$ cat src/rtl/core/knps_pkg.sv
package knps_pkg;

  // Stored squared distance width, fixed by the store layout.
  localparam int unsigned DIST_BITS = 52;
  localparam logic [DIST_BITS-1:0] DIST_MAX = {DIST_BITS{1'b1}};

  // Width of the max_targets register.
  localparam int unsigned KREG_BITS = 5;

  // Configuration register indexes.
  typedef enum logic [1:0] {
    CFG_MAX_TARGETS = 2'd0,
    CFG_ORIGIN_X    = 2'd1,
    CFG_ORIGIN_Y    = 2'd2,
    CFG_ORIGIN_Z    = 2'd3
  } cfg_idx_e;

  // Coordinate axis handled by the distance unit in a given cycle.
  typedef enum logic [1:0] {
    AXIS_X = 2'd0,
    AXIS_Y = 2'd1,
    AXIS_Z = 2'd2
  } axis_e;

  // Commands from the controller to the datapath.
  typedef struct packed {
    logic  capture;    // latch the incoming point
    logic  mag_en;     // take |point - origin| on the selected axis
    axis_e axis;
    logic  sq_en;      // square the magnitude
    logic  acc_clr;    // clear the distance accumulator
    logic  acc_en;     // add the square into the accumulator
    logic  wr_en;      // write distance and id into the stores
    logic  sel_start;  // open a selection: forget the previous pick
    logic  rd_en;      // read the stores at the read address
    logic  take_all;   // load-order mode: every read entry is the pick
    logic  emit;       // load the best entry into the output register
    logic  run_last;   // the emitted id closes the set
    logic  ovf;        // points of this set were dropped
  } knps_cmd_t;

  // Status from the datapath to the controller.
  typedef struct packed {
    logic out_free;    // output register can take a result this cycle
  } knps_sts_t;

endpackage

$ cat src/rtl/core/knps_ctrl.sv
module knps_ctrl #(
  parameter int unsigned POINT_CAPACITY = 64,
  parameter int unsigned K_LIMIT        = 16
) (
  input  logic                              clk_i,
  input  logic                              rst_ni,
  input  logic                              cfg_we_i,
  input  knps_pkg::cfg_idx_e                cfg_index_i,
  input  logic [knps_pkg::KREG_BITS-1:0]    cfg_data_i,
  input  logic                              in_valid_i,
  output logic                              in_ready_o,
  input  logic                              set_end_i,
  input  knps_pkg::knps_sts_t               sts_i,
  output knps_pkg::knps_cmd_t               cmd_o,
  output logic [$clog2(POINT_CAPACITY)-1:0] wr_addr_o,
  output logic [$clog2(POINT_CAPACITY)-1:0] rd_addr_o
);
  import knps_pkg::*;

  localparam int unsigned AW = $clog2(POINT_CAPACITY);
  localparam int unsigned CW = $clog2(POINT_CAPACITY + 1);
  localparam int unsigned PW = (CW > 7) ? CW : 7;

  typedef enum logic [6:0] {
    ST_IDLE  = 7'b0000001,
    ST_CALC  = 7'b0000010,
    ST_STORE = 7'b0000100,
    ST_SETUP = 7'b0001000,
    ST_SCAN  = 7'b0010000,
    ST_DRAIN = 7'b0100000,
    ST_EMIT  = 7'b1000000
  } state_e;

  state_e               state_q, state_d;
  logic [2:0]           step_q, step_d;
  logic [CW-1:0]        count_q, count_d;
  logic                 drop_q, drop_d;
  logic                 set_end_q, set_end_d;
  logic [AW-1:0]        scan_q, scan_d;
  logic [PW-1:0]        pick_q, pick_d;
  logic [PW-1:0]        picks_q, picks_d;
  logic                 mode_all_q, mode_all_d;
  logic [KREG_BITS-1:0] max_targets_q;

  logic [PW-1:0]        k_eff_w, n_ext_w, picks_w;
  logic                 mode_all_w, last_pick_w, scan_end_w;

  always_ff @(posedge clk_i or negedge rst_ni) begin
    if (!rst_ni) begin
      max_targets_q <= KREG_BITS'(1);
    end else if (cfg_we_i && (cfg_index_i == CFG_MAX_TARGETS)) begin
      max_targets_q <= cfg_data_i;
    end
  end

  assign k_eff_w    = (int'(max_targets_q) > K_LIMIT) ? PW'(K_LIMIT) : PW'(max_targets_q);
  assign n_ext_w    = PW'(count_q);
  assign mode_all_w = (n_ext_w <= k_eff_w);
  assign picks_w    = mode_all_w ? n_ext_w : k_eff_w;

  assign last_pick_w = (pick_q == picks_q - PW'(1));
  assign scan_end_w  = mode_all_q || (CW'(scan_q) == count_q - CW'(1));

  assign wr_addr_o = count_q[AW-1:0];
  assign rd_addr_o = mode_all_q ? pick_q[AW-1:0] : scan_q;
  assign in_ready_o = (state_q == ST_IDLE);

  always_comb begin
    state_d    = state_q;
    step_d     = step_q;
    count_d    = count_q;
    drop_d     = drop_q;
    set_end_d  = set_end_q;
    scan_d     = scan_q;
    pick_d     = pick_q;
    picks_d    = picks_q;
    mode_all_d = mode_all_q;

    cmd_o          = '0;
    cmd_o.axis     = axis_e'(step_q[1:0]);
    cmd_o.take_all = mode_all_q;
    cmd_o.run_last = last_pick_w;
    cmd_o.ovf      = drop_q;

    unique case (state_q)
      ST_IDLE: begin
        if (in_valid_i) begin
          cmd_o.capture = 1'b1;
          set_end_d     = set_end_i;
          if (count_q == CW'(POINT_CAPACITY)) begin
            // Store full: drop the point, still honor its set end.
            drop_d  = 1'b1;
            state_d = set_end_i ? ST_SETUP : ST_IDLE;
          end else begin
            step_d  = '0;
            state_d = ST_CALC;
          end
        end
      end
      ST_CALC: begin
        cmd_o.mag_en  = (step_q <= 3'd2);
        cmd_o.sq_en   = (step_q >= 3'd1) && (step_q <= 3'd3);
        cmd_o.acc_clr = (step_q == 3'd0);
        cmd_o.acc_en  = (step_q >= 3'd2);
        if (step_q == 3'd4) begin
          state_d = ST_STORE;
        end else begin
          step_d = step_q + 3'd1;
        end
      end
      ST_STORE: begin
        cmd_o.wr_en = 1'b1;
        count_d     = count_q + CW'(1);
        state_d     = set_end_q ? ST_SETUP : ST_IDLE;
      end
      ST_SETUP: begin
        cmd_o.sel_start = 1'b1;
        mode_all_d      = mode_all_w;
        picks_d         = picks_w;
        pick_d          = '0;
        scan_d          = '0;
        if (picks_w == '0) begin
          count_d = '0;
          drop_d  = 1'b0;
          state_d = ST_IDLE;
        end else begin
          state_d = ST_SCAN;
        end
      end
      ST_SCAN: begin
        cmd_o.rd_en = 1'b1;
        if (scan_end_w) begin
          state_d = ST_DRAIN;
        end else begin
          scan_d = scan_q + AW'(1);
        end
      end
      ST_DRAIN: begin
        state_d = ST_EMIT;
      end
      ST_EMIT: begin
        if (sts_i.out_free) begin
          cmd_o.emit = 1'b1;
          if (last_pick_w) begin
            count_d = '0;
            drop_d  = 1'b0;
            state_d = ST_IDLE;
          end else begin
            pick_d  = pick_q + PW'(1);
            scan_d  = '0;
            state_d = ST_SCAN;
          end
        end
      end
      default: state_d = ST_IDLE;
    endcase
  end

  always_ff @(posedge clk_i or negedge rst_ni) begin
    if (!rst_ni) begin
      state_q    <= ST_IDLE;
      step_q     <= '0;
      count_q    <= '0;
      drop_q     <= 1'b0;
      set_end_q  <= 1'b0;
      scan_q     <= '0;
      pick_q     <= '0;
      picks_q    <= '0;
      mode_all_q <= 1'b0;
    end else begin
      state_q    <= state_d;
      step_q     <= step_d;
      count_q    <= count_d;
      drop_q     <= drop_d;
      set_end_q  <= set_end_d;
      scan_q     <= scan_d;
      pick_q     <= pick_d;
      picks_q    <= picks_d;
      mode_all_q <= mode_all_d;
    end
  end

endmodule

$ cat config.mk
export PLATFORM = sky130hd
export DESIGN_NAME = knps_ctrl
export DESIGN_NICKNAME = d
export VERILOG_FILES = /design/src/rtl/core/knps_pkg.sv /design/src/rtl/core/knps_ctrl.sv
export SDC_FILE = /design/constraint.sdc
export NUM_CORES = 1
export LEC_CHECK = 0
export BUFFER_PORTS_ARGS = -buffer_cell sky130_fd_sc_hd__buf_2
export CORE_UTILIZATION = 50
export CTS_BUF_LIST = sky130_fd_sc_hd__clkbuf_2
export DETAILED_ROUTE_END_ITERATION = 8
export MAX_ROUTING_LAYER = met4
export PLACE_DENSITY_LB_ADDON = 0.15
export SLEW_MARGIN = 20
export SYNTH_ARGS = -nofsm -noshare
export SYNTH_HDL_FRONTEND = slang
export SYNTH_SLANG_ARGS = --single-unit
$ cat constraint.sdc
create_clock -name clk_i -period 4 [get_ports clk_i]
set_input_delay 0.8 -clock clk_i [delete_from_list [all_inputs] [get_ports clk_i]]
set_output_delay 0.8 -clock clk_i [all_outputs]
set_load 0.1 [all_outputs]
# ---- Word level (Yosys, flattened, before mapping)
# Index checks and enable logic that the tools add are counted.
# Widths: inputs -> output; s select.
dict set report totals {
  register_bits 45
  inputBits 13
  output_inout_bits 27
}
dict set report op_classes {
  add_sub_neg 6
  n_lt_le_gt_ge 6
  eq_ne 22
  mux 43
  n_reduce_logical 18
}
# operator count
set ops {}
lappend ops {{$mux 7} 10}
lappend ops {{$pmux 7 s7} 1}
lappend ops {{$mux 6} 4}
lappend ops {{$pmux 7 s3} 1}
lappend ops {{$ne 2x2->1 const B} 10}
lappend ops {{$pmux 6 s3} 1}
lappend ops {{$reduce_and 4->1} 4}
lappend ops {{$mux 5} 3}
lappend ops {{$add 7x1->7 const B} 2}
lappend ops {{$eq 7x7->1 const B} 2}
lappend ops {{$pmux 7 s2} 1}
lappend ops {{$sub 7x1->7 const B} 2}
lappend ops {{$mux 1} 13}
lappend ops {{$mux 3} 4}
lappend ops {{$mux 4} 3}
lappend ops {{$reduce_bool 3->1} 3}
lappend ops {{$eq 6x7->1} 1}
lappend ops {{$eq 7x1->1 const B} 1}
lappend ops {{$eq 7x2->1 const B} 1}
lappend ops {{$eq 7x3->1 const B} 1}
lappend ops {{$eq 7x4->1 const B} 1}
lappend ops {{$eq 7x5->1 const B} 1}
lappend ops {{$eq 7x6->1 const B} 1}
lappend ops {{$eq 7x7->1} 1}
lappend ops {{other kinds (20)} 23}

# ---- Longest topological paths before layout
# Gate-level depths: netlist of the first run.
dict set report depth {
  ltp_word 7
  depth_mapped 11
  mapped_depth_nobuf 10
}

# ---- Worst setup path before layout of the first run
# No wires, ideal clock.
dict set report synth_timing {
  kind {reg2out}
  startpoint {reg state_q[6]}
  endpoint {out cmd_o[9] (netlist bit)}
  t_arrival_ns 3.087
  setup_slack_ns 0.113
  stages_incl_launch_ff 5
  path_buffers 1
  path_cell_list {dfrtp_1 -> clkbuf_1 -> nor3_1 -> nand4b_1 -> nor3_1}
}
# item line
set synth_rtl {}
lappend synth_rtl {{from (decl)} knps_ctrl.sv:34} ;# state_e state_q, state_d;
lappend synth_rtl {{from (signal assigned)} knps_ctrl.sv:171} ;# state_q <= state_d;
lappend synth_rtl {{to (decl)} knps_ctrl.sv:14} ;# output knps_pkg::knps_cmd_t cmd_o,

==> impl_table.tex, run 1 <==
\begin{tabular}{lr}
\hline
Metric & Value \\
\hline
\multicolumn{2}{l}{\textbf{Timing}} \\
Endpoints failing setup & 0 \\
Setup repair after global routing missed its margin & no \\
Final TNS setup & 0 ps \\
Transition time of the tightest slew-check pin & 706.6 ps \\
Share of the cycle needed by the critical path after routing & 0.9116 \\
Final hold violations & 0 \\
Highest clock rate & 0.2742 GHz \\
Worst-case headroom to the max-slew limit & 0.5279 \\
Min cycle time layout & 3646 ps \\
Final worst clock skew & 33.40 ps \\
Max-slew violation count & 0 \\
\multicolumn{2}{l}{\textbf{Final layout}} \\
Relative area change from synthesis to final layout & 6.635\% \\
Cell area after layout & 3358 sq um \\
Antenna fix cells & 0 \\
Final layout net count & 399 \\
Ratio of cells with drive above 1 in the final layout & 0.1989 \\
Filler cells & 563 \\
\multicolumn{2}{l}{\textbf{Die}} \\
Total number of placement rows & 28 \\
\# IOs & 40 \\
Die area & 6620 sq um \\
Width of the die & 81.37 microns \\
Floorplan Core Area & 5991 sq um \\
Height of the die & 81.37 microns \\
Initial Util & 0.5257 \\
\multicolumn{2}{l}{\textbf{Synth}} \\
Synth top area cells & sky130\_fd\_sc\_hd\_\_dfrtp\_1 (34\%), sky130\_fd\_sc\_hd\_\_ha\_1 (6.0\%), sky130\_fd\_sc\_hd\_\_mux2\_2 (5.0\%) \\
Number of synthesized flops with an enable pin & 0 \\
Number of unique standard cell types used by synthesis & 59 \\
Syn avg cell area & 8.947 sq um \\
Sequential element share of the synthesized area & 0.3584 \\
Post-Syn Nets & 380 \\
Ys flop type & sky130\_fd\_sc\_hd\_\_dfrtp\_1 \\
Instance count of the mapped netlist & 352 \\
Proportion of register bits with asynchronous set or reset after synthesis & 1.000 \\
FF+latch count, synth & 45 \\
Fraction of post-synthesis cell area in the top cell type by area & 0.3417 \\
Top post-synthesis cells by count & sky130\_fd\_sc\_hd\_\_dfrtp\_1 (43), sky130\_fd\_sc\_hd\_\_nand2\_1 (28), sky130\_fd\_sc\_hd\_\_nor2\_1 (26), sky130\_fd\_sc\_hd\_\_o21ai\_0 (26), sky130\_fd\_sc\_hd\_\_inv\_1 (20) \\
Cell with the most instances after synthesis & sky130\_fd\_sc\_hd\_\_dfrtp\_1 \\
Synth warn & 0 \\
Cell Area, Synth & 3149 sq um \\
Post-synthesis cell type with the largest combined area & sky130\_fd\_sc\_hd\_\_dfrtp\_1 \\
\multicolumn{2}{l}{\textbf{Worst setup path}} \\
R2r endpoint & count\_q[6]\$\_DFFE\_PN0P\_ \\
Max Fanout on Critical Path & 6 \\
Arr. time, crit path & 2850 ps \\
Req. time, crit path & 3200 ps \\
Endpoint kind of the worst setup timing path & output port \\
Reg2reg setup slack & 910 ps \\
Category of the most critical setup path & register to output port \\
Cell count of the worst reg-to-reg path & 7 \\
Startpoint of the worst register-to-register path & count\_q[4]\$\_DFFE\_PN0P\_ \\
Startpoint type of the worst setup path & register \\
\multicolumn{2}{l}{\textbf{Status}} \\
Status & finished clean \\
\multicolumn{2}{l}{\textbf{CTS}} \\
Clock net sink count & 45 \\
Count of cells resized by post-cts repair & 0 \\
Insertion delay of the later-clocked pin in the worst-skew pair & 420 ps \\
Post CTS Setup Buffer Count & 0 \\
TritonCTS clock tree & built \\
Clock Root Buffer & sky130\_fd\_sc\_hd\_\_clkbuf\_2 \\
Worst-path clk slew & 240 ps \\
Maximum count of clock buffers along a single path & 2 \\
Number of hold-repair buffers added at the cts stage & 0 \\
TritonCTS buffer count & 5 \\
H-tree levels & 2 \\
\multicolumn{2}{l}{\textbf{Global route}} \\
Pin count of the biggest net entering global routing & 46 \\
Via count of the first global-routing pass & 2505 \\
Antenna violations before repair & 0 \\
Global route overflow & 0 \\
Global-route wire length before repair & 11.92 mm \\
GRT Overall Usage & 0.2446 \\
\multicolumn{2}{l}{\textbf{Routing}} \\
Vias & 2644 \\
Wire length after detailed routing & 6.973 mm \\
Antenna Nets Post-Route & 0 \\
Detailed router's first-iteration violation count & 138 \\
Highest layer used for signal routing & met4 \\
Total met3 wirelength after detailed routing & 222 microns \\
Length of routed met2 wiring & 3.240 mm \\
Routed length per instance & 15.60 microns \\
Number of search-and-repair iterations in the first detailed-routing pass & 4 \\
Met1 wire length & 3.392 mm \\
Vias/cell & 5.915 \\
Total DRC errors in the routed layout & 0 \\
\multicolumn{2}{l}{\textbf{Hold path}} \\
Hold crit path type & primary input to asynchronous set/reset pin \\
\multicolumn{2}{l}{\textbf{Power}} \\
Max VDD drop & 425.8 uV \\
Power per cell area & 464.4 nW/um\^{}2 \\
Leakage power & 1.552 nW \\
\multicolumn{2}{l}{\textbf{Placed design}} \\
HPWL after detailed placement & 5.198 mm \\
Weighted congestion at the end of routability-driven global placement & 0.8277 \\
Placed standard-cell area & 3292 sq um \\
Count of port buffers added during placement & 39 \\
\multicolumn{2}{l}{\textbf{Flow run}} \\
Max Cap Violations & 0 \\
\hline
\end{tabular}
==> through the flow <==
| stage | hold slack, ps | power [W] | util | cells | setup WS [ps] |
|---|---|---|---|---|---|
| 6_report | 333.8 | 0.001559 | 0.5606 | 447 | 353.6 |
| 4_1_cts | 527.9 | 0.001571 | 0.5602 | 447 | 342.7 |
| 2_1_floorplan | 470.8 | 0.001216 | - | 352 | 112.9 |
| 3_5_place_dp | 491.2 | 0.001318 | 0.5495 | 439 | 819.2 |
| 5_1_grt | 335.7 | 0.001661 | 0.5606 | 447 | 220.3 |
| 3_3_place_gp | 483.9 | 0.001309 | 0.5495 | 439 | 935.3 |
==> placed cells by master (no fill, tap or decap), drive strengths merged, types with 4 or more instances in the layout <==
cell,instances
a211o,4
a21oi,10
a31o,6
and2,4
and3,7
buf,42
clkbuf,6
dfrtp,43
ha,15
inv,20
mux2,14
mux2i,6
nand2,28
nand3,11
nand4,4
nor2,27
nor2b,5
nor3,9
nor4,6
nor4b,4
o211ai,4
o21ai,26
o31ai,5
or3,5
xnor2,9
xor2,7
==> worst max-delay path, stage by stage (launching register included) <==
cell and delay (ps):
sky130_fd_sc_hd__dfrtp_1 460, sky130_fd_sc_hd__nor4_1 610, sky130_fd_sc_hd__o211ai_1 240, sky130_fd_sc_hd__or3_1 530
sky130_fd_sc_hd__inv_1 160, sky130_fd_sc_hd__buf_2 440
==> how the worst max path moves through the flow <==
stage | slack [ps] | endpoint | from
final | 350 | cmd_o[6] | state_q[1]$_DFFE_PN0P_
after global routing | 220 | cmd_o[6] | state_q[1]$_DFFE_PN0P_
after CTS | 340 | cmd_o[6] | state_q[1]$_DFFE_PN0P_
after detailed placement | 820 | cmd_o[6] | state_q[1]$_DFFE_PN0P_
after global placement | 940 | cmd_o[6] | state_q[1]$_DFFE_PN0P_
after floorplan | 110 | cmd_o[9] | state_q[6]$_DFFE_PN0P_
==> routing by layer <==
layer / track usage / up-vias
li1: - / 1315
met1: 0.3207 / 1257
met2: 0.3833 / 60
met3: 0.03708 / 12
met4: 0.08393 / 0
met5: - / -
==> power breakdown <==
group          switching, W  internal [W]
clock              0.000143      0.000107
sequential        0.0000837      0.000512
combinational      0.000519      0.000195
==> cells by family after synthesis <==
| group | count (synthesis) | share of synthesized area |
|---|---|---|
| XOR/XNOR | 16 | 0.04450 |
| AND/OR/NAND/NOR | 125 | 0.2098 |
| multiplexers | 20 | 0.06913 |
| AO/OA/AOI/OAI | 81 | 0.1812 |
| buffers and inverters | 50 | 0.07747 |
| flip-flops | 45 | 0.3584 |
| adder cells (fa/ha/maj) | 15 | 0.05959 |
==> cell type report <==
class	instances	area [sq um]	share of cell area
Multi-Input combinational cell	257	1777	0.5291
Sequential cell	45	1129	0.3361
Timing Repair Buffer	42	220.2	0.06557
Tap cell	75	93.84	0.02794
Inverter	20	75.07	0.02235
Clock inverter	2	33.78	0.01006
Clock buffer	6	30.03	0.008942
==> registers in the layout (all words and copies together), names as in the netlist <==
register and count:
set_end_q 1, scan_q 6, step_q 3, mode_all_q 1, pick_q 7, drop_q 1
picks_q 7, state_q 7, max_targets_q 5, count_q 7
Power figures use the tool's default switching activity.
==> run 2: changes to the inputs <==
- CAP_MARGIN: unset -> 25
- MAX_ROUTING_LAYER: met4 -> unset
==> run 2 against run 1 <==
Compared with the run above:
- sequential share of layout area is 0.26 points lower
- final cell count is 0.22% higher
- worst setup slack worse by 10 ps
- register-to-register slack hardly changed
- first-iteration DRC count is 18% higher
- largest cell class unchanged
==> impl_table.tex, run 2 (same netlist as run 1, synthesis figures left out) <==
\begin{tabular}{lr}
\hline
Metric & Value \\
\hline
\multicolumn{2}{l}{\textbf{Timing}} \\
Worst-case headroom to the max-slew limit & 0.5323 (+0.004355) \\
Share of the cycle needed by the critical path after routing & 0.9142 (+0.002562) \\
Final hold violations & 0 (unchanged) \\
Highest clock rate & 0.2735 GHz (-0.28\%) \\
Crit path setup slack, layout & 343.4 ps (-10.25 ps) \\
Final TNS setup & 0 ps (unchanged) \\
Final worst hold slack & 303.9 ps (-29.91 ps) \\
Transition time of the tightest slew-check pin & 700.1 ps (-6.519 ps) \\
Final worst clock skew & 44.25 ps (+10.85 ps) \\
Setup repair after global routing missed its margin & no \\
Min cycle time layout & 3657 ps (+10.25 ps) \\
Max-slew violation count & 0 (unchanged) \\
Endpoints failing setup & 0 (unchanged) \\
\multicolumn{2}{l}{\textbf{Die}} \\
Width of the die & 81.37 microns (unchanged) \\
Initial Util & 0.5257 (unchanged) \\
\# IOs & 40 (unchanged) \\
Die area & 6620 sq um (unchanged) \\
Total number of placement rows & 28 (unchanged) \\
Height of the die & 81.37 microns (unchanged) \\
Floorplan Core Area & 5991 sq um (unchanged) \\
\multicolumn{2}{l}{\textbf{Routing}} \\
Routed length per instance & 16.03 microns (+2.8\%) \\
Total DRC errors in the routed layout & 0 (unchanged) \\
Detailed router's first-iteration violation count & 163 (+18\%) \\
Vias & 2677 (+1.2\%) \\
Vias/cell & 5.975 (+1.0\%) \\
Antenna Nets Post-Route & 0 (unchanged) \\
Number of search-and-repair iterations in the first detailed-routing pass & 4 (unchanged) \\
Wire length after detailed routing & 7.182 mm (+3.0\%) \\
\multicolumn{2}{l}{\textbf{Worst setup path}} \\
Slowest cell delay on critical path & 630 ps (+20 ps) \\
Req. time, crit path & 3200 ps (about the same) \\
Reg2reg setup slack & 900 ps (about the same) \\
Critical-path top delay cell & sky130\_fd\_sc\_hd\_\_nor4\_1 \\
Cell count of the worst reg-to-reg path & 7 (unchanged) \\
Category of the most critical setup path & register to output port \\
Startpoint of the worst register-to-register path & count\_q[4]\$\_DFFE\_PN0P\_ \\
Arr. time, crit path & 2860 ps (about the same) \\
Max Fanout on Critical Path & 6 (unchanged) \\
Cells traversed along the worst timing path & nor4\_1 > o211ai\_1 > or3\_1 > inv\_1 > buf\_2 \\
Endpoint kind of the worst setup timing path & output port \\
R2r endpoint & count\_q[5]\$\_DFFE\_PN0P\_ \\
Startpoint type of the worst setup path & register \\
\multicolumn{2}{l}{\textbf{CTS}} \\
TritonCTS clock tree & built \\
H-tree levels & 2 (unchanged) \\
Clock net sink count & 45 (unchanged) \\
Insertion delay of the later-clocked pin in the worst-skew pair & 440 ps (+20 ps) \\
Worst-path clk slew & 260 ps (+20 ps) \\
Number of hold-repair buffers added at the cts stage & 0 (unchanged) \\
Post CTS Setup Buffer Count & 0 (unchanged) \\
Maximum count of clock buffers along a single path & 2 (unchanged) \\
Clock Root Buffer & sky130\_fd\_sc\_hd\_\_clkbuf\_2 \\
Count of cells resized by post-cts repair & 0 (unchanged) \\
TritonCTS buffer count & 5 (unchanged) \\
\multicolumn{2}{l}{\textbf{Final layout}} \\
Ratio of cells with drive above 1 in the final layout & 0.2038 (+0.004829) \\
Filler cells & 528 (-6.2\%) \\
Commonest non-fill, non-tap cells in the layout & sky130\_fd\_sc\_hd\_\_dfrtp\_1 (43), sky130\_fd\_sc\_hd\_\_buf\_2 (39), sky130\_fd\_sc\_hd\_\_nand2\_1 (28) \\
Final layout net count & 400 (+0.25\%) \\
Antenna fix cells & 0 (unchanged) \\
Relative area change from synthesis to final layout & 7.469\% \\
Commonest non-fill, non-tap cell in the layout & sky130\_fd\_sc\_hd\_\_dfrtp\_1 \\
Fin cells & 448 (+0.22\%) \\
\multicolumn{2}{l}{\textbf{Global route}} \\
Global-route wire length before repair & 12.08 mm (+1.4\%) \\
Pin count of the biggest net entering global routing & 25 (-46\%) \\
Via count of the first global-routing pass & 2560 (+2.2\%) \\
Antenna violations before repair & 0 (unchanged) \\
GRT Overall Usage & 0.2407 (-0.003910) \\
Global route overflow & 0 (unchanged) \\
\multicolumn{2}{l}{\textbf{Placed design}} \\
Weighted congestion at the end of routability-driven global placement & 0.8205 (-0.87\%) \\
Count of port buffers added during placement & 39 (unchanged) \\
HPWL after detailed placement & 5.266 mm (+1.3\%) \\
Worst-case setup slack after placement & 828.3 ps (+9.108 ps) \\
Number of cells in the design after placement & 440 (+0.23\%) \\
\multicolumn{2}{l}{\textbf{Power}} \\
Total power of the final layout & 0.001576 W (+1.1\%) \\
Clock network fraction of design power & 0.163 (+0.003) \\
Gate power share & 0.458 (about the same) \\
Leakage power & 1.566 nW (+0.91\%) \\
Power per cell area & 465.6 nW/um\^{}2 (+0.27\%) \\
Proportion of power drawn by flip-flops and latches & 0.379 (-0.003) \\
Net switching power & 0.0007579 W (+1.6\%) \\
Max VDD drop & 530.3 uV (+25\%) \\
Switching share of power & 0.4809 (+0.002524) \\
Design internal power & 0.0008180 W (+0.57\%) \\
\multicolumn{2}{l}{\textbf{Status}} \\
Status & finished clean \\
\multicolumn{2}{l}{\textbf{Hold path}} \\
Hold crit path type & primary input to asynchronous set/reset pin \\
\multicolumn{2}{l}{\textbf{Flow run}} \\
Max Cap Violations & 0 (unchanged) \\
\hline
\end{tabular}
run 2: cell types whose count changed in the layout (fill, tap and decap cells not counted), sizes merged:
cell | before | now
buf | 42 | 43
run 2: final cells by class:
| cell class | count | area, sq um | share of cell area |
|---|---|---|---|
| clock buffers | 6 | 30.03 | 0.008872 |
| inverters | 20 | 75.07 | 0.02218 |
| flip-flops and latches | 45 | 1129 | 0.3335 |
| repair buffers | 43 | 245.2 | 0.07246 |
| well taps | 75 | 93.84 | 0.02773 |
| multi-input cells | 257 | 1777 | 0.5250 |
| clock inverters | 2 | 35.03 | 0.01035 |
run 2: power by group through the flow:
| stage | combinational [W] | clock (W) | sequential, W |
|---|---|---|---|
| floorplan | 0.000647 | 0 | 0.000569 |
| global placement | 0.000709 | 0 | 0.000600 |
| detailed placement | 0.000721 | 0 | 0.000603 |
| CTS | 0.000723 | 0.000266 | 0.000595 |
| global route | 0.000774 | 0.000284 | 0.000609 |
| finish | 0.000722 | 0.000257 | 0.000597 |
run 2: worst max path at each step:
stage | start | endpoint | slack, ps | depth (start not counted)
finish | state_q[1]$_DFFE_PN0P_ | cmd_o[6] | 340 | 5
global route | state_q[1]$_DFFE_PN0P_ | cmd_o[6] | 150 | 5
CTS | state_q[1]$_DFFE_PN0P_ | cmd_o[6] | 330 | 5
detailed placement | state_q[1]$_DFFE_PN0P_ | cmd_o[6] | 830 | 5
global placement | state_q[1]$_DFFE_PN0P_ | cmd_o[6] | 930 | 5
floorplan | state_q[6]$_DFFE_PN0P_ | cmd_o[9] | 110 | 4
run 2: metal layers:
metal  part of all wire  GRT usage  up-vias
li1                   -          -     1313
met1               0.48     0.3237     1287
met2               0.47     0.3842       62
met3              0.030    0.03596       15
met4              0.021     0.1000        0
met5                  0          0        -
run 2: stage by stage:
stage / util / area (sq um)
floorplan: - / 3149
global placement: 0.5495 / 3292
detailed placement: 0.5541 / 3319
CTS: 0.5650 / 3385
global route: 0.5650 / 3385
finish: 0.5650 / 3385
run 2: critical path: cells and delay by family, from the launching register on:
family	cells	cell delay, ps
buffers and inverters	2	600
DFF	1	470
and+or+nand+nor	2	1150
AOI/OAI and AO/OA	1	240
==> run 3: changes to the inputs <==
- CORE_ASPECT_RATIO: unset -> 0.8
==> run 3 against run 2 <==
Compared with the run above:
- worst hold slack improved by 12 ps
- non-clock buffer count is 1 lower
- via count grew 1.7%
- maximum frequency rose by 2.1%
- critical path depth is the same
- combinational power about the same
- first-iteration DRC count grew 41%
- global-route usage decreased by 0.97 points
- count of clock-buffer cells in the layout fell by 1
- critical endpoint unchanged
==> impl_table.tex, run 3 (same netlist as run 1, synthesis figures left out) <==
\begin{tabular}{lr}
\hline
Metric & Value \\
\hline
\multicolumn{2}{l}{\textbf{CTS}} \\
Number of hold-repair buffers added at the cts stage & 0 (unchanged) \\
TritonCTS buffer count & 5 (unchanged) \\
Clock Root Buffer & sky130\_fd\_sc\_hd\_\_clkbuf\_2 \\
Insertion delay of the later-clocked pin in the worst-skew pair & 440 ps (about the same) \\
Count of cells resized by post-cts repair & 0 (unchanged) \\
Worst-path clk slew & 270 ps (about the same) \\
H-tree levels & 2 (unchanged) \\
Post CTS Setup Buffer Count & 0 (unchanged) \\
TritonCTS clock tree & built \\
Maximum count of clock buffers along a single path & 2 (unchanged) \\
Clock net sink count & 45 (unchanged) \\
\multicolumn{2}{l}{\textbf{Worst setup path}} \\
Endpoint kind of the worst setup timing path & output port \\
Startpoint type of the worst setup path & register \\
Max Fanout on Critical Path & 6 (unchanged) \\
Req. time, crit path & 3200 ps (about the same) \\
Arr. time, crit path & 2780 ps (-80 ps) \\
Category of the most critical setup path & register to output port \\
\multicolumn{2}{l}{\textbf{Final layout}} \\
Filler cells & 579 (+9.7\%) \\
Commonest non-fill, non-tap cell in the layout & sky130\_fd\_sc\_hd\_\_dfrtp\_1 \\
Cell area after layout & 3373 sq um (-0.33\%) \\
Antenna fix cells & 0 (unchanged) \\
Commonest non-fill, non-tap cells in the layout & sky130\_fd\_sc\_hd\_\_dfrtp\_1 (43), sky130\_fd\_sc\_hd\_\_buf\_2 (38), sky130\_fd\_sc\_hd\_\_nand2\_1 (28) \\
Ratio of cells with drive above 1 in the final layout & 0.2016 (-0.002140) \\
Relative area change from synthesis to final layout & 7.112\% \\
Final layout net count & 399 (-0.25\%) \\
\multicolumn{2}{l}{\textbf{Routing}} \\
Vias & 2722 (+1.7\%) \\
Detailed router's first-iteration violation count & 230 (+41\%) \\
Total DRC errors in the routed layout & 0 (unchanged) \\
Antenna Nets Post-Route & 0 (unchanged) \\
Number of search-and-repair iterations in the first detailed-routing pass & 5 (+1) \\
Vias/cell & 6.009 (+0.56\%) \\
Wire length after detailed routing & 7.224 mm (+0.58\%) \\
Routed length per instance & 15.95 microns (-0.53\%) \\
\multicolumn{2}{l}{\textbf{Global route}} \\
Global-route wire length before repair & 12.10 mm (+0.17\%) \\
GRT Overall Usage & 0.2310 (-0.009706) \\
Antenna violations before repair & 0 (unchanged) \\
Via count of the first global-routing pass & 2433 (-5.0\%) \\
Pin count of the biggest net entering global routing & 46 (+84\%) \\
Global route overflow & 0 (unchanged) \\
\multicolumn{2}{l}{\textbf{Status}} \\
Status & finished clean \\
\multicolumn{2}{l}{\textbf{Placed design}} \\
HPWL after detailed placement & 5.316 mm (+0.95\%) \\
Weighted congestion at the end of routability-driven global placement & 0.9429 (+15\%) \\
Placed standard-cell area & 3299 sq um (-0.60\%) \\
Count of port buffers added during placement & 39 (unchanged) \\
\multicolumn{2}{l}{\textbf{Timing}} \\
Final TNS setup & 0 ps (unchanged) \\
Share of the cycle needed by the critical path after routing & 0.8958 (-0.01840) \\
Min cycle time layout & 3583 ps (-73.59 ps) \\
Worst-case headroom to the max-slew limit & 0.4399 (-0.09233) \\
Highest clock rate & 0.2791 GHz (+2.1\%) \\
Max-slew violation count & 0 (unchanged) \\
Final hold violations & 0 (unchanged) \\
Setup repair after global routing missed its margin & no \\
Final worst clock skew & 45.76 ps (+1.508 ps) \\
Transition time of the tightest slew-check pin & 838.3 ps (+138.2 ps) \\
Endpoints failing setup & 0 (unchanged) \\
\multicolumn{2}{l}{\textbf{Hold path}} \\
Hold crit path type & primary input to asynchronous set/reset pin \\
\multicolumn{2}{l}{\textbf{Power}} \\
Leakage power & 1.551 nW (-1.0\%) \\
Total power of the final layout & 0.001580 W (+0.26\%) \\
Max VDD drop & 608.1 uV (+15\%) \\
Power per cell area & 468.4 nW/um\^{}2 (+0.59\%) \\
\multicolumn{2}{l}{\textbf{Die}} \\
\# IOs & 40 (unchanged) \\
Initial Util & 0.5244 (-0.001314) \\
Total number of placement rows & 25 (-11\%) \\
Height of the die & 72.99 microns (-10\%) \\
Die area & 6622 sq um (about the same) \\
Width of the die & 90.73 microns (+12\%) \\
Floorplan Core Area & 6006 sq um (+0.25\%) \\
\multicolumn{2}{l}{\textbf{Flow run}} \\
Max Cap Violations & 0 (unchanged) \\
\hline
\end{tabular}
-- run 3: changes by cell type in the layout (fill, tap and decap cells not counted), sizes merged --
| cell | previous run | this run |
|---|---|---|
| buf | 43 | 42 |
| clkinvlp | 0 | 1 |
| clkbuf | 6 | 5 |
-- run 3: critical path, stage by stage (launching register included) --
cell and delay [ps]:
sky130_fd_sc_hd__dfrtp_1 480, sky130_fd_sc_hd__nor4_1 520, sky130_fd_sc_hd__o211ai_1 210, sky130_fd_sc_hd__or3_1 520, sky130_fd_sc_hd__inv_1 190, sky130_fd_sc_hd__buf_2 450
-- run 3: path summary, 6_finish.rpt --
check                                                to                          from  cells after the start  slack, ps
setup / recovery                               cmd_o[6]        state_q[1]$_DFFE_PN0P_                      5        420
hold / removal                    scan_q[4]$_DFFE_PN0P_                        rst_ni                      1        320
setup reg to reg                 count_q[6]$_DFFE_PN0P_  max_targets_q[4]$_DFFE_PN0P_                     10        930
hold reg to reg            max_targets_q[3]$_DFFE_PN0P_  max_targets_q[3]$_DFFE_PN0P_                      1        540
max in group asynchronous  max_targets_q[0]$_DFFE_PN1P_                        rst_ni                      1       3250
min in group clk_i         max_targets_q[3]$_DFFE_PN0P_  max_targets_q[3]$_DFFE_PN0P_                      1        540
-- run 3: power by group --
part           switching [W]  total [W]  internal [W]
sequential         0.0000844   0.000596      0.000512
combinational       0.000524   0.000720      0.000196
clock               0.000157   0.000264      0.000106
-- run 3: metrics by stage --
step | std cells | utilization | setup WS [ps] | hold slack [ps]
floorplan | 352 | - | 112.9 | 470.8
global placement | 445 | 0.5494 | 950.4 | 489.5
detailed placement | 445 | 0.5494 | 901.7 | 492.2
CTS | 453 | 0.5613 | 370.8 | 496.1
global route | 453 | 0.5617 | 200.1 | 323.7
finish | 453 | 0.5617 | 417.0 | 316.3
-- run 3: final cells by class --
cell class | count | area (sq um) | area share
clock inverter | 3 | 46.29 | 0.01372
tap | 81 | 101.3 | 0.03004
multi-input combinational | 257 | 1777 | 0.5267
sequential | 45 | 1129 | 0.3346
clock buffer | 5 | 25.02 | 0.007418
inverter | 20 | 75.07 | 0.02226
timing repair buffer | 42 | 220.2 | 0.06528
-- run 3: layer usage --
metal | track usage | vias to the layer above | part of all wire
met4 | 0.05376 | 0 | 0.0084
met2 | 0.3771 | 83 | 0.46
li1 | - | 1311 | -
met1 | 0.3245 | 1322 | 0.48
met3 | 0.03750 | 6 | 0.049
met5 | 0 | - | 0
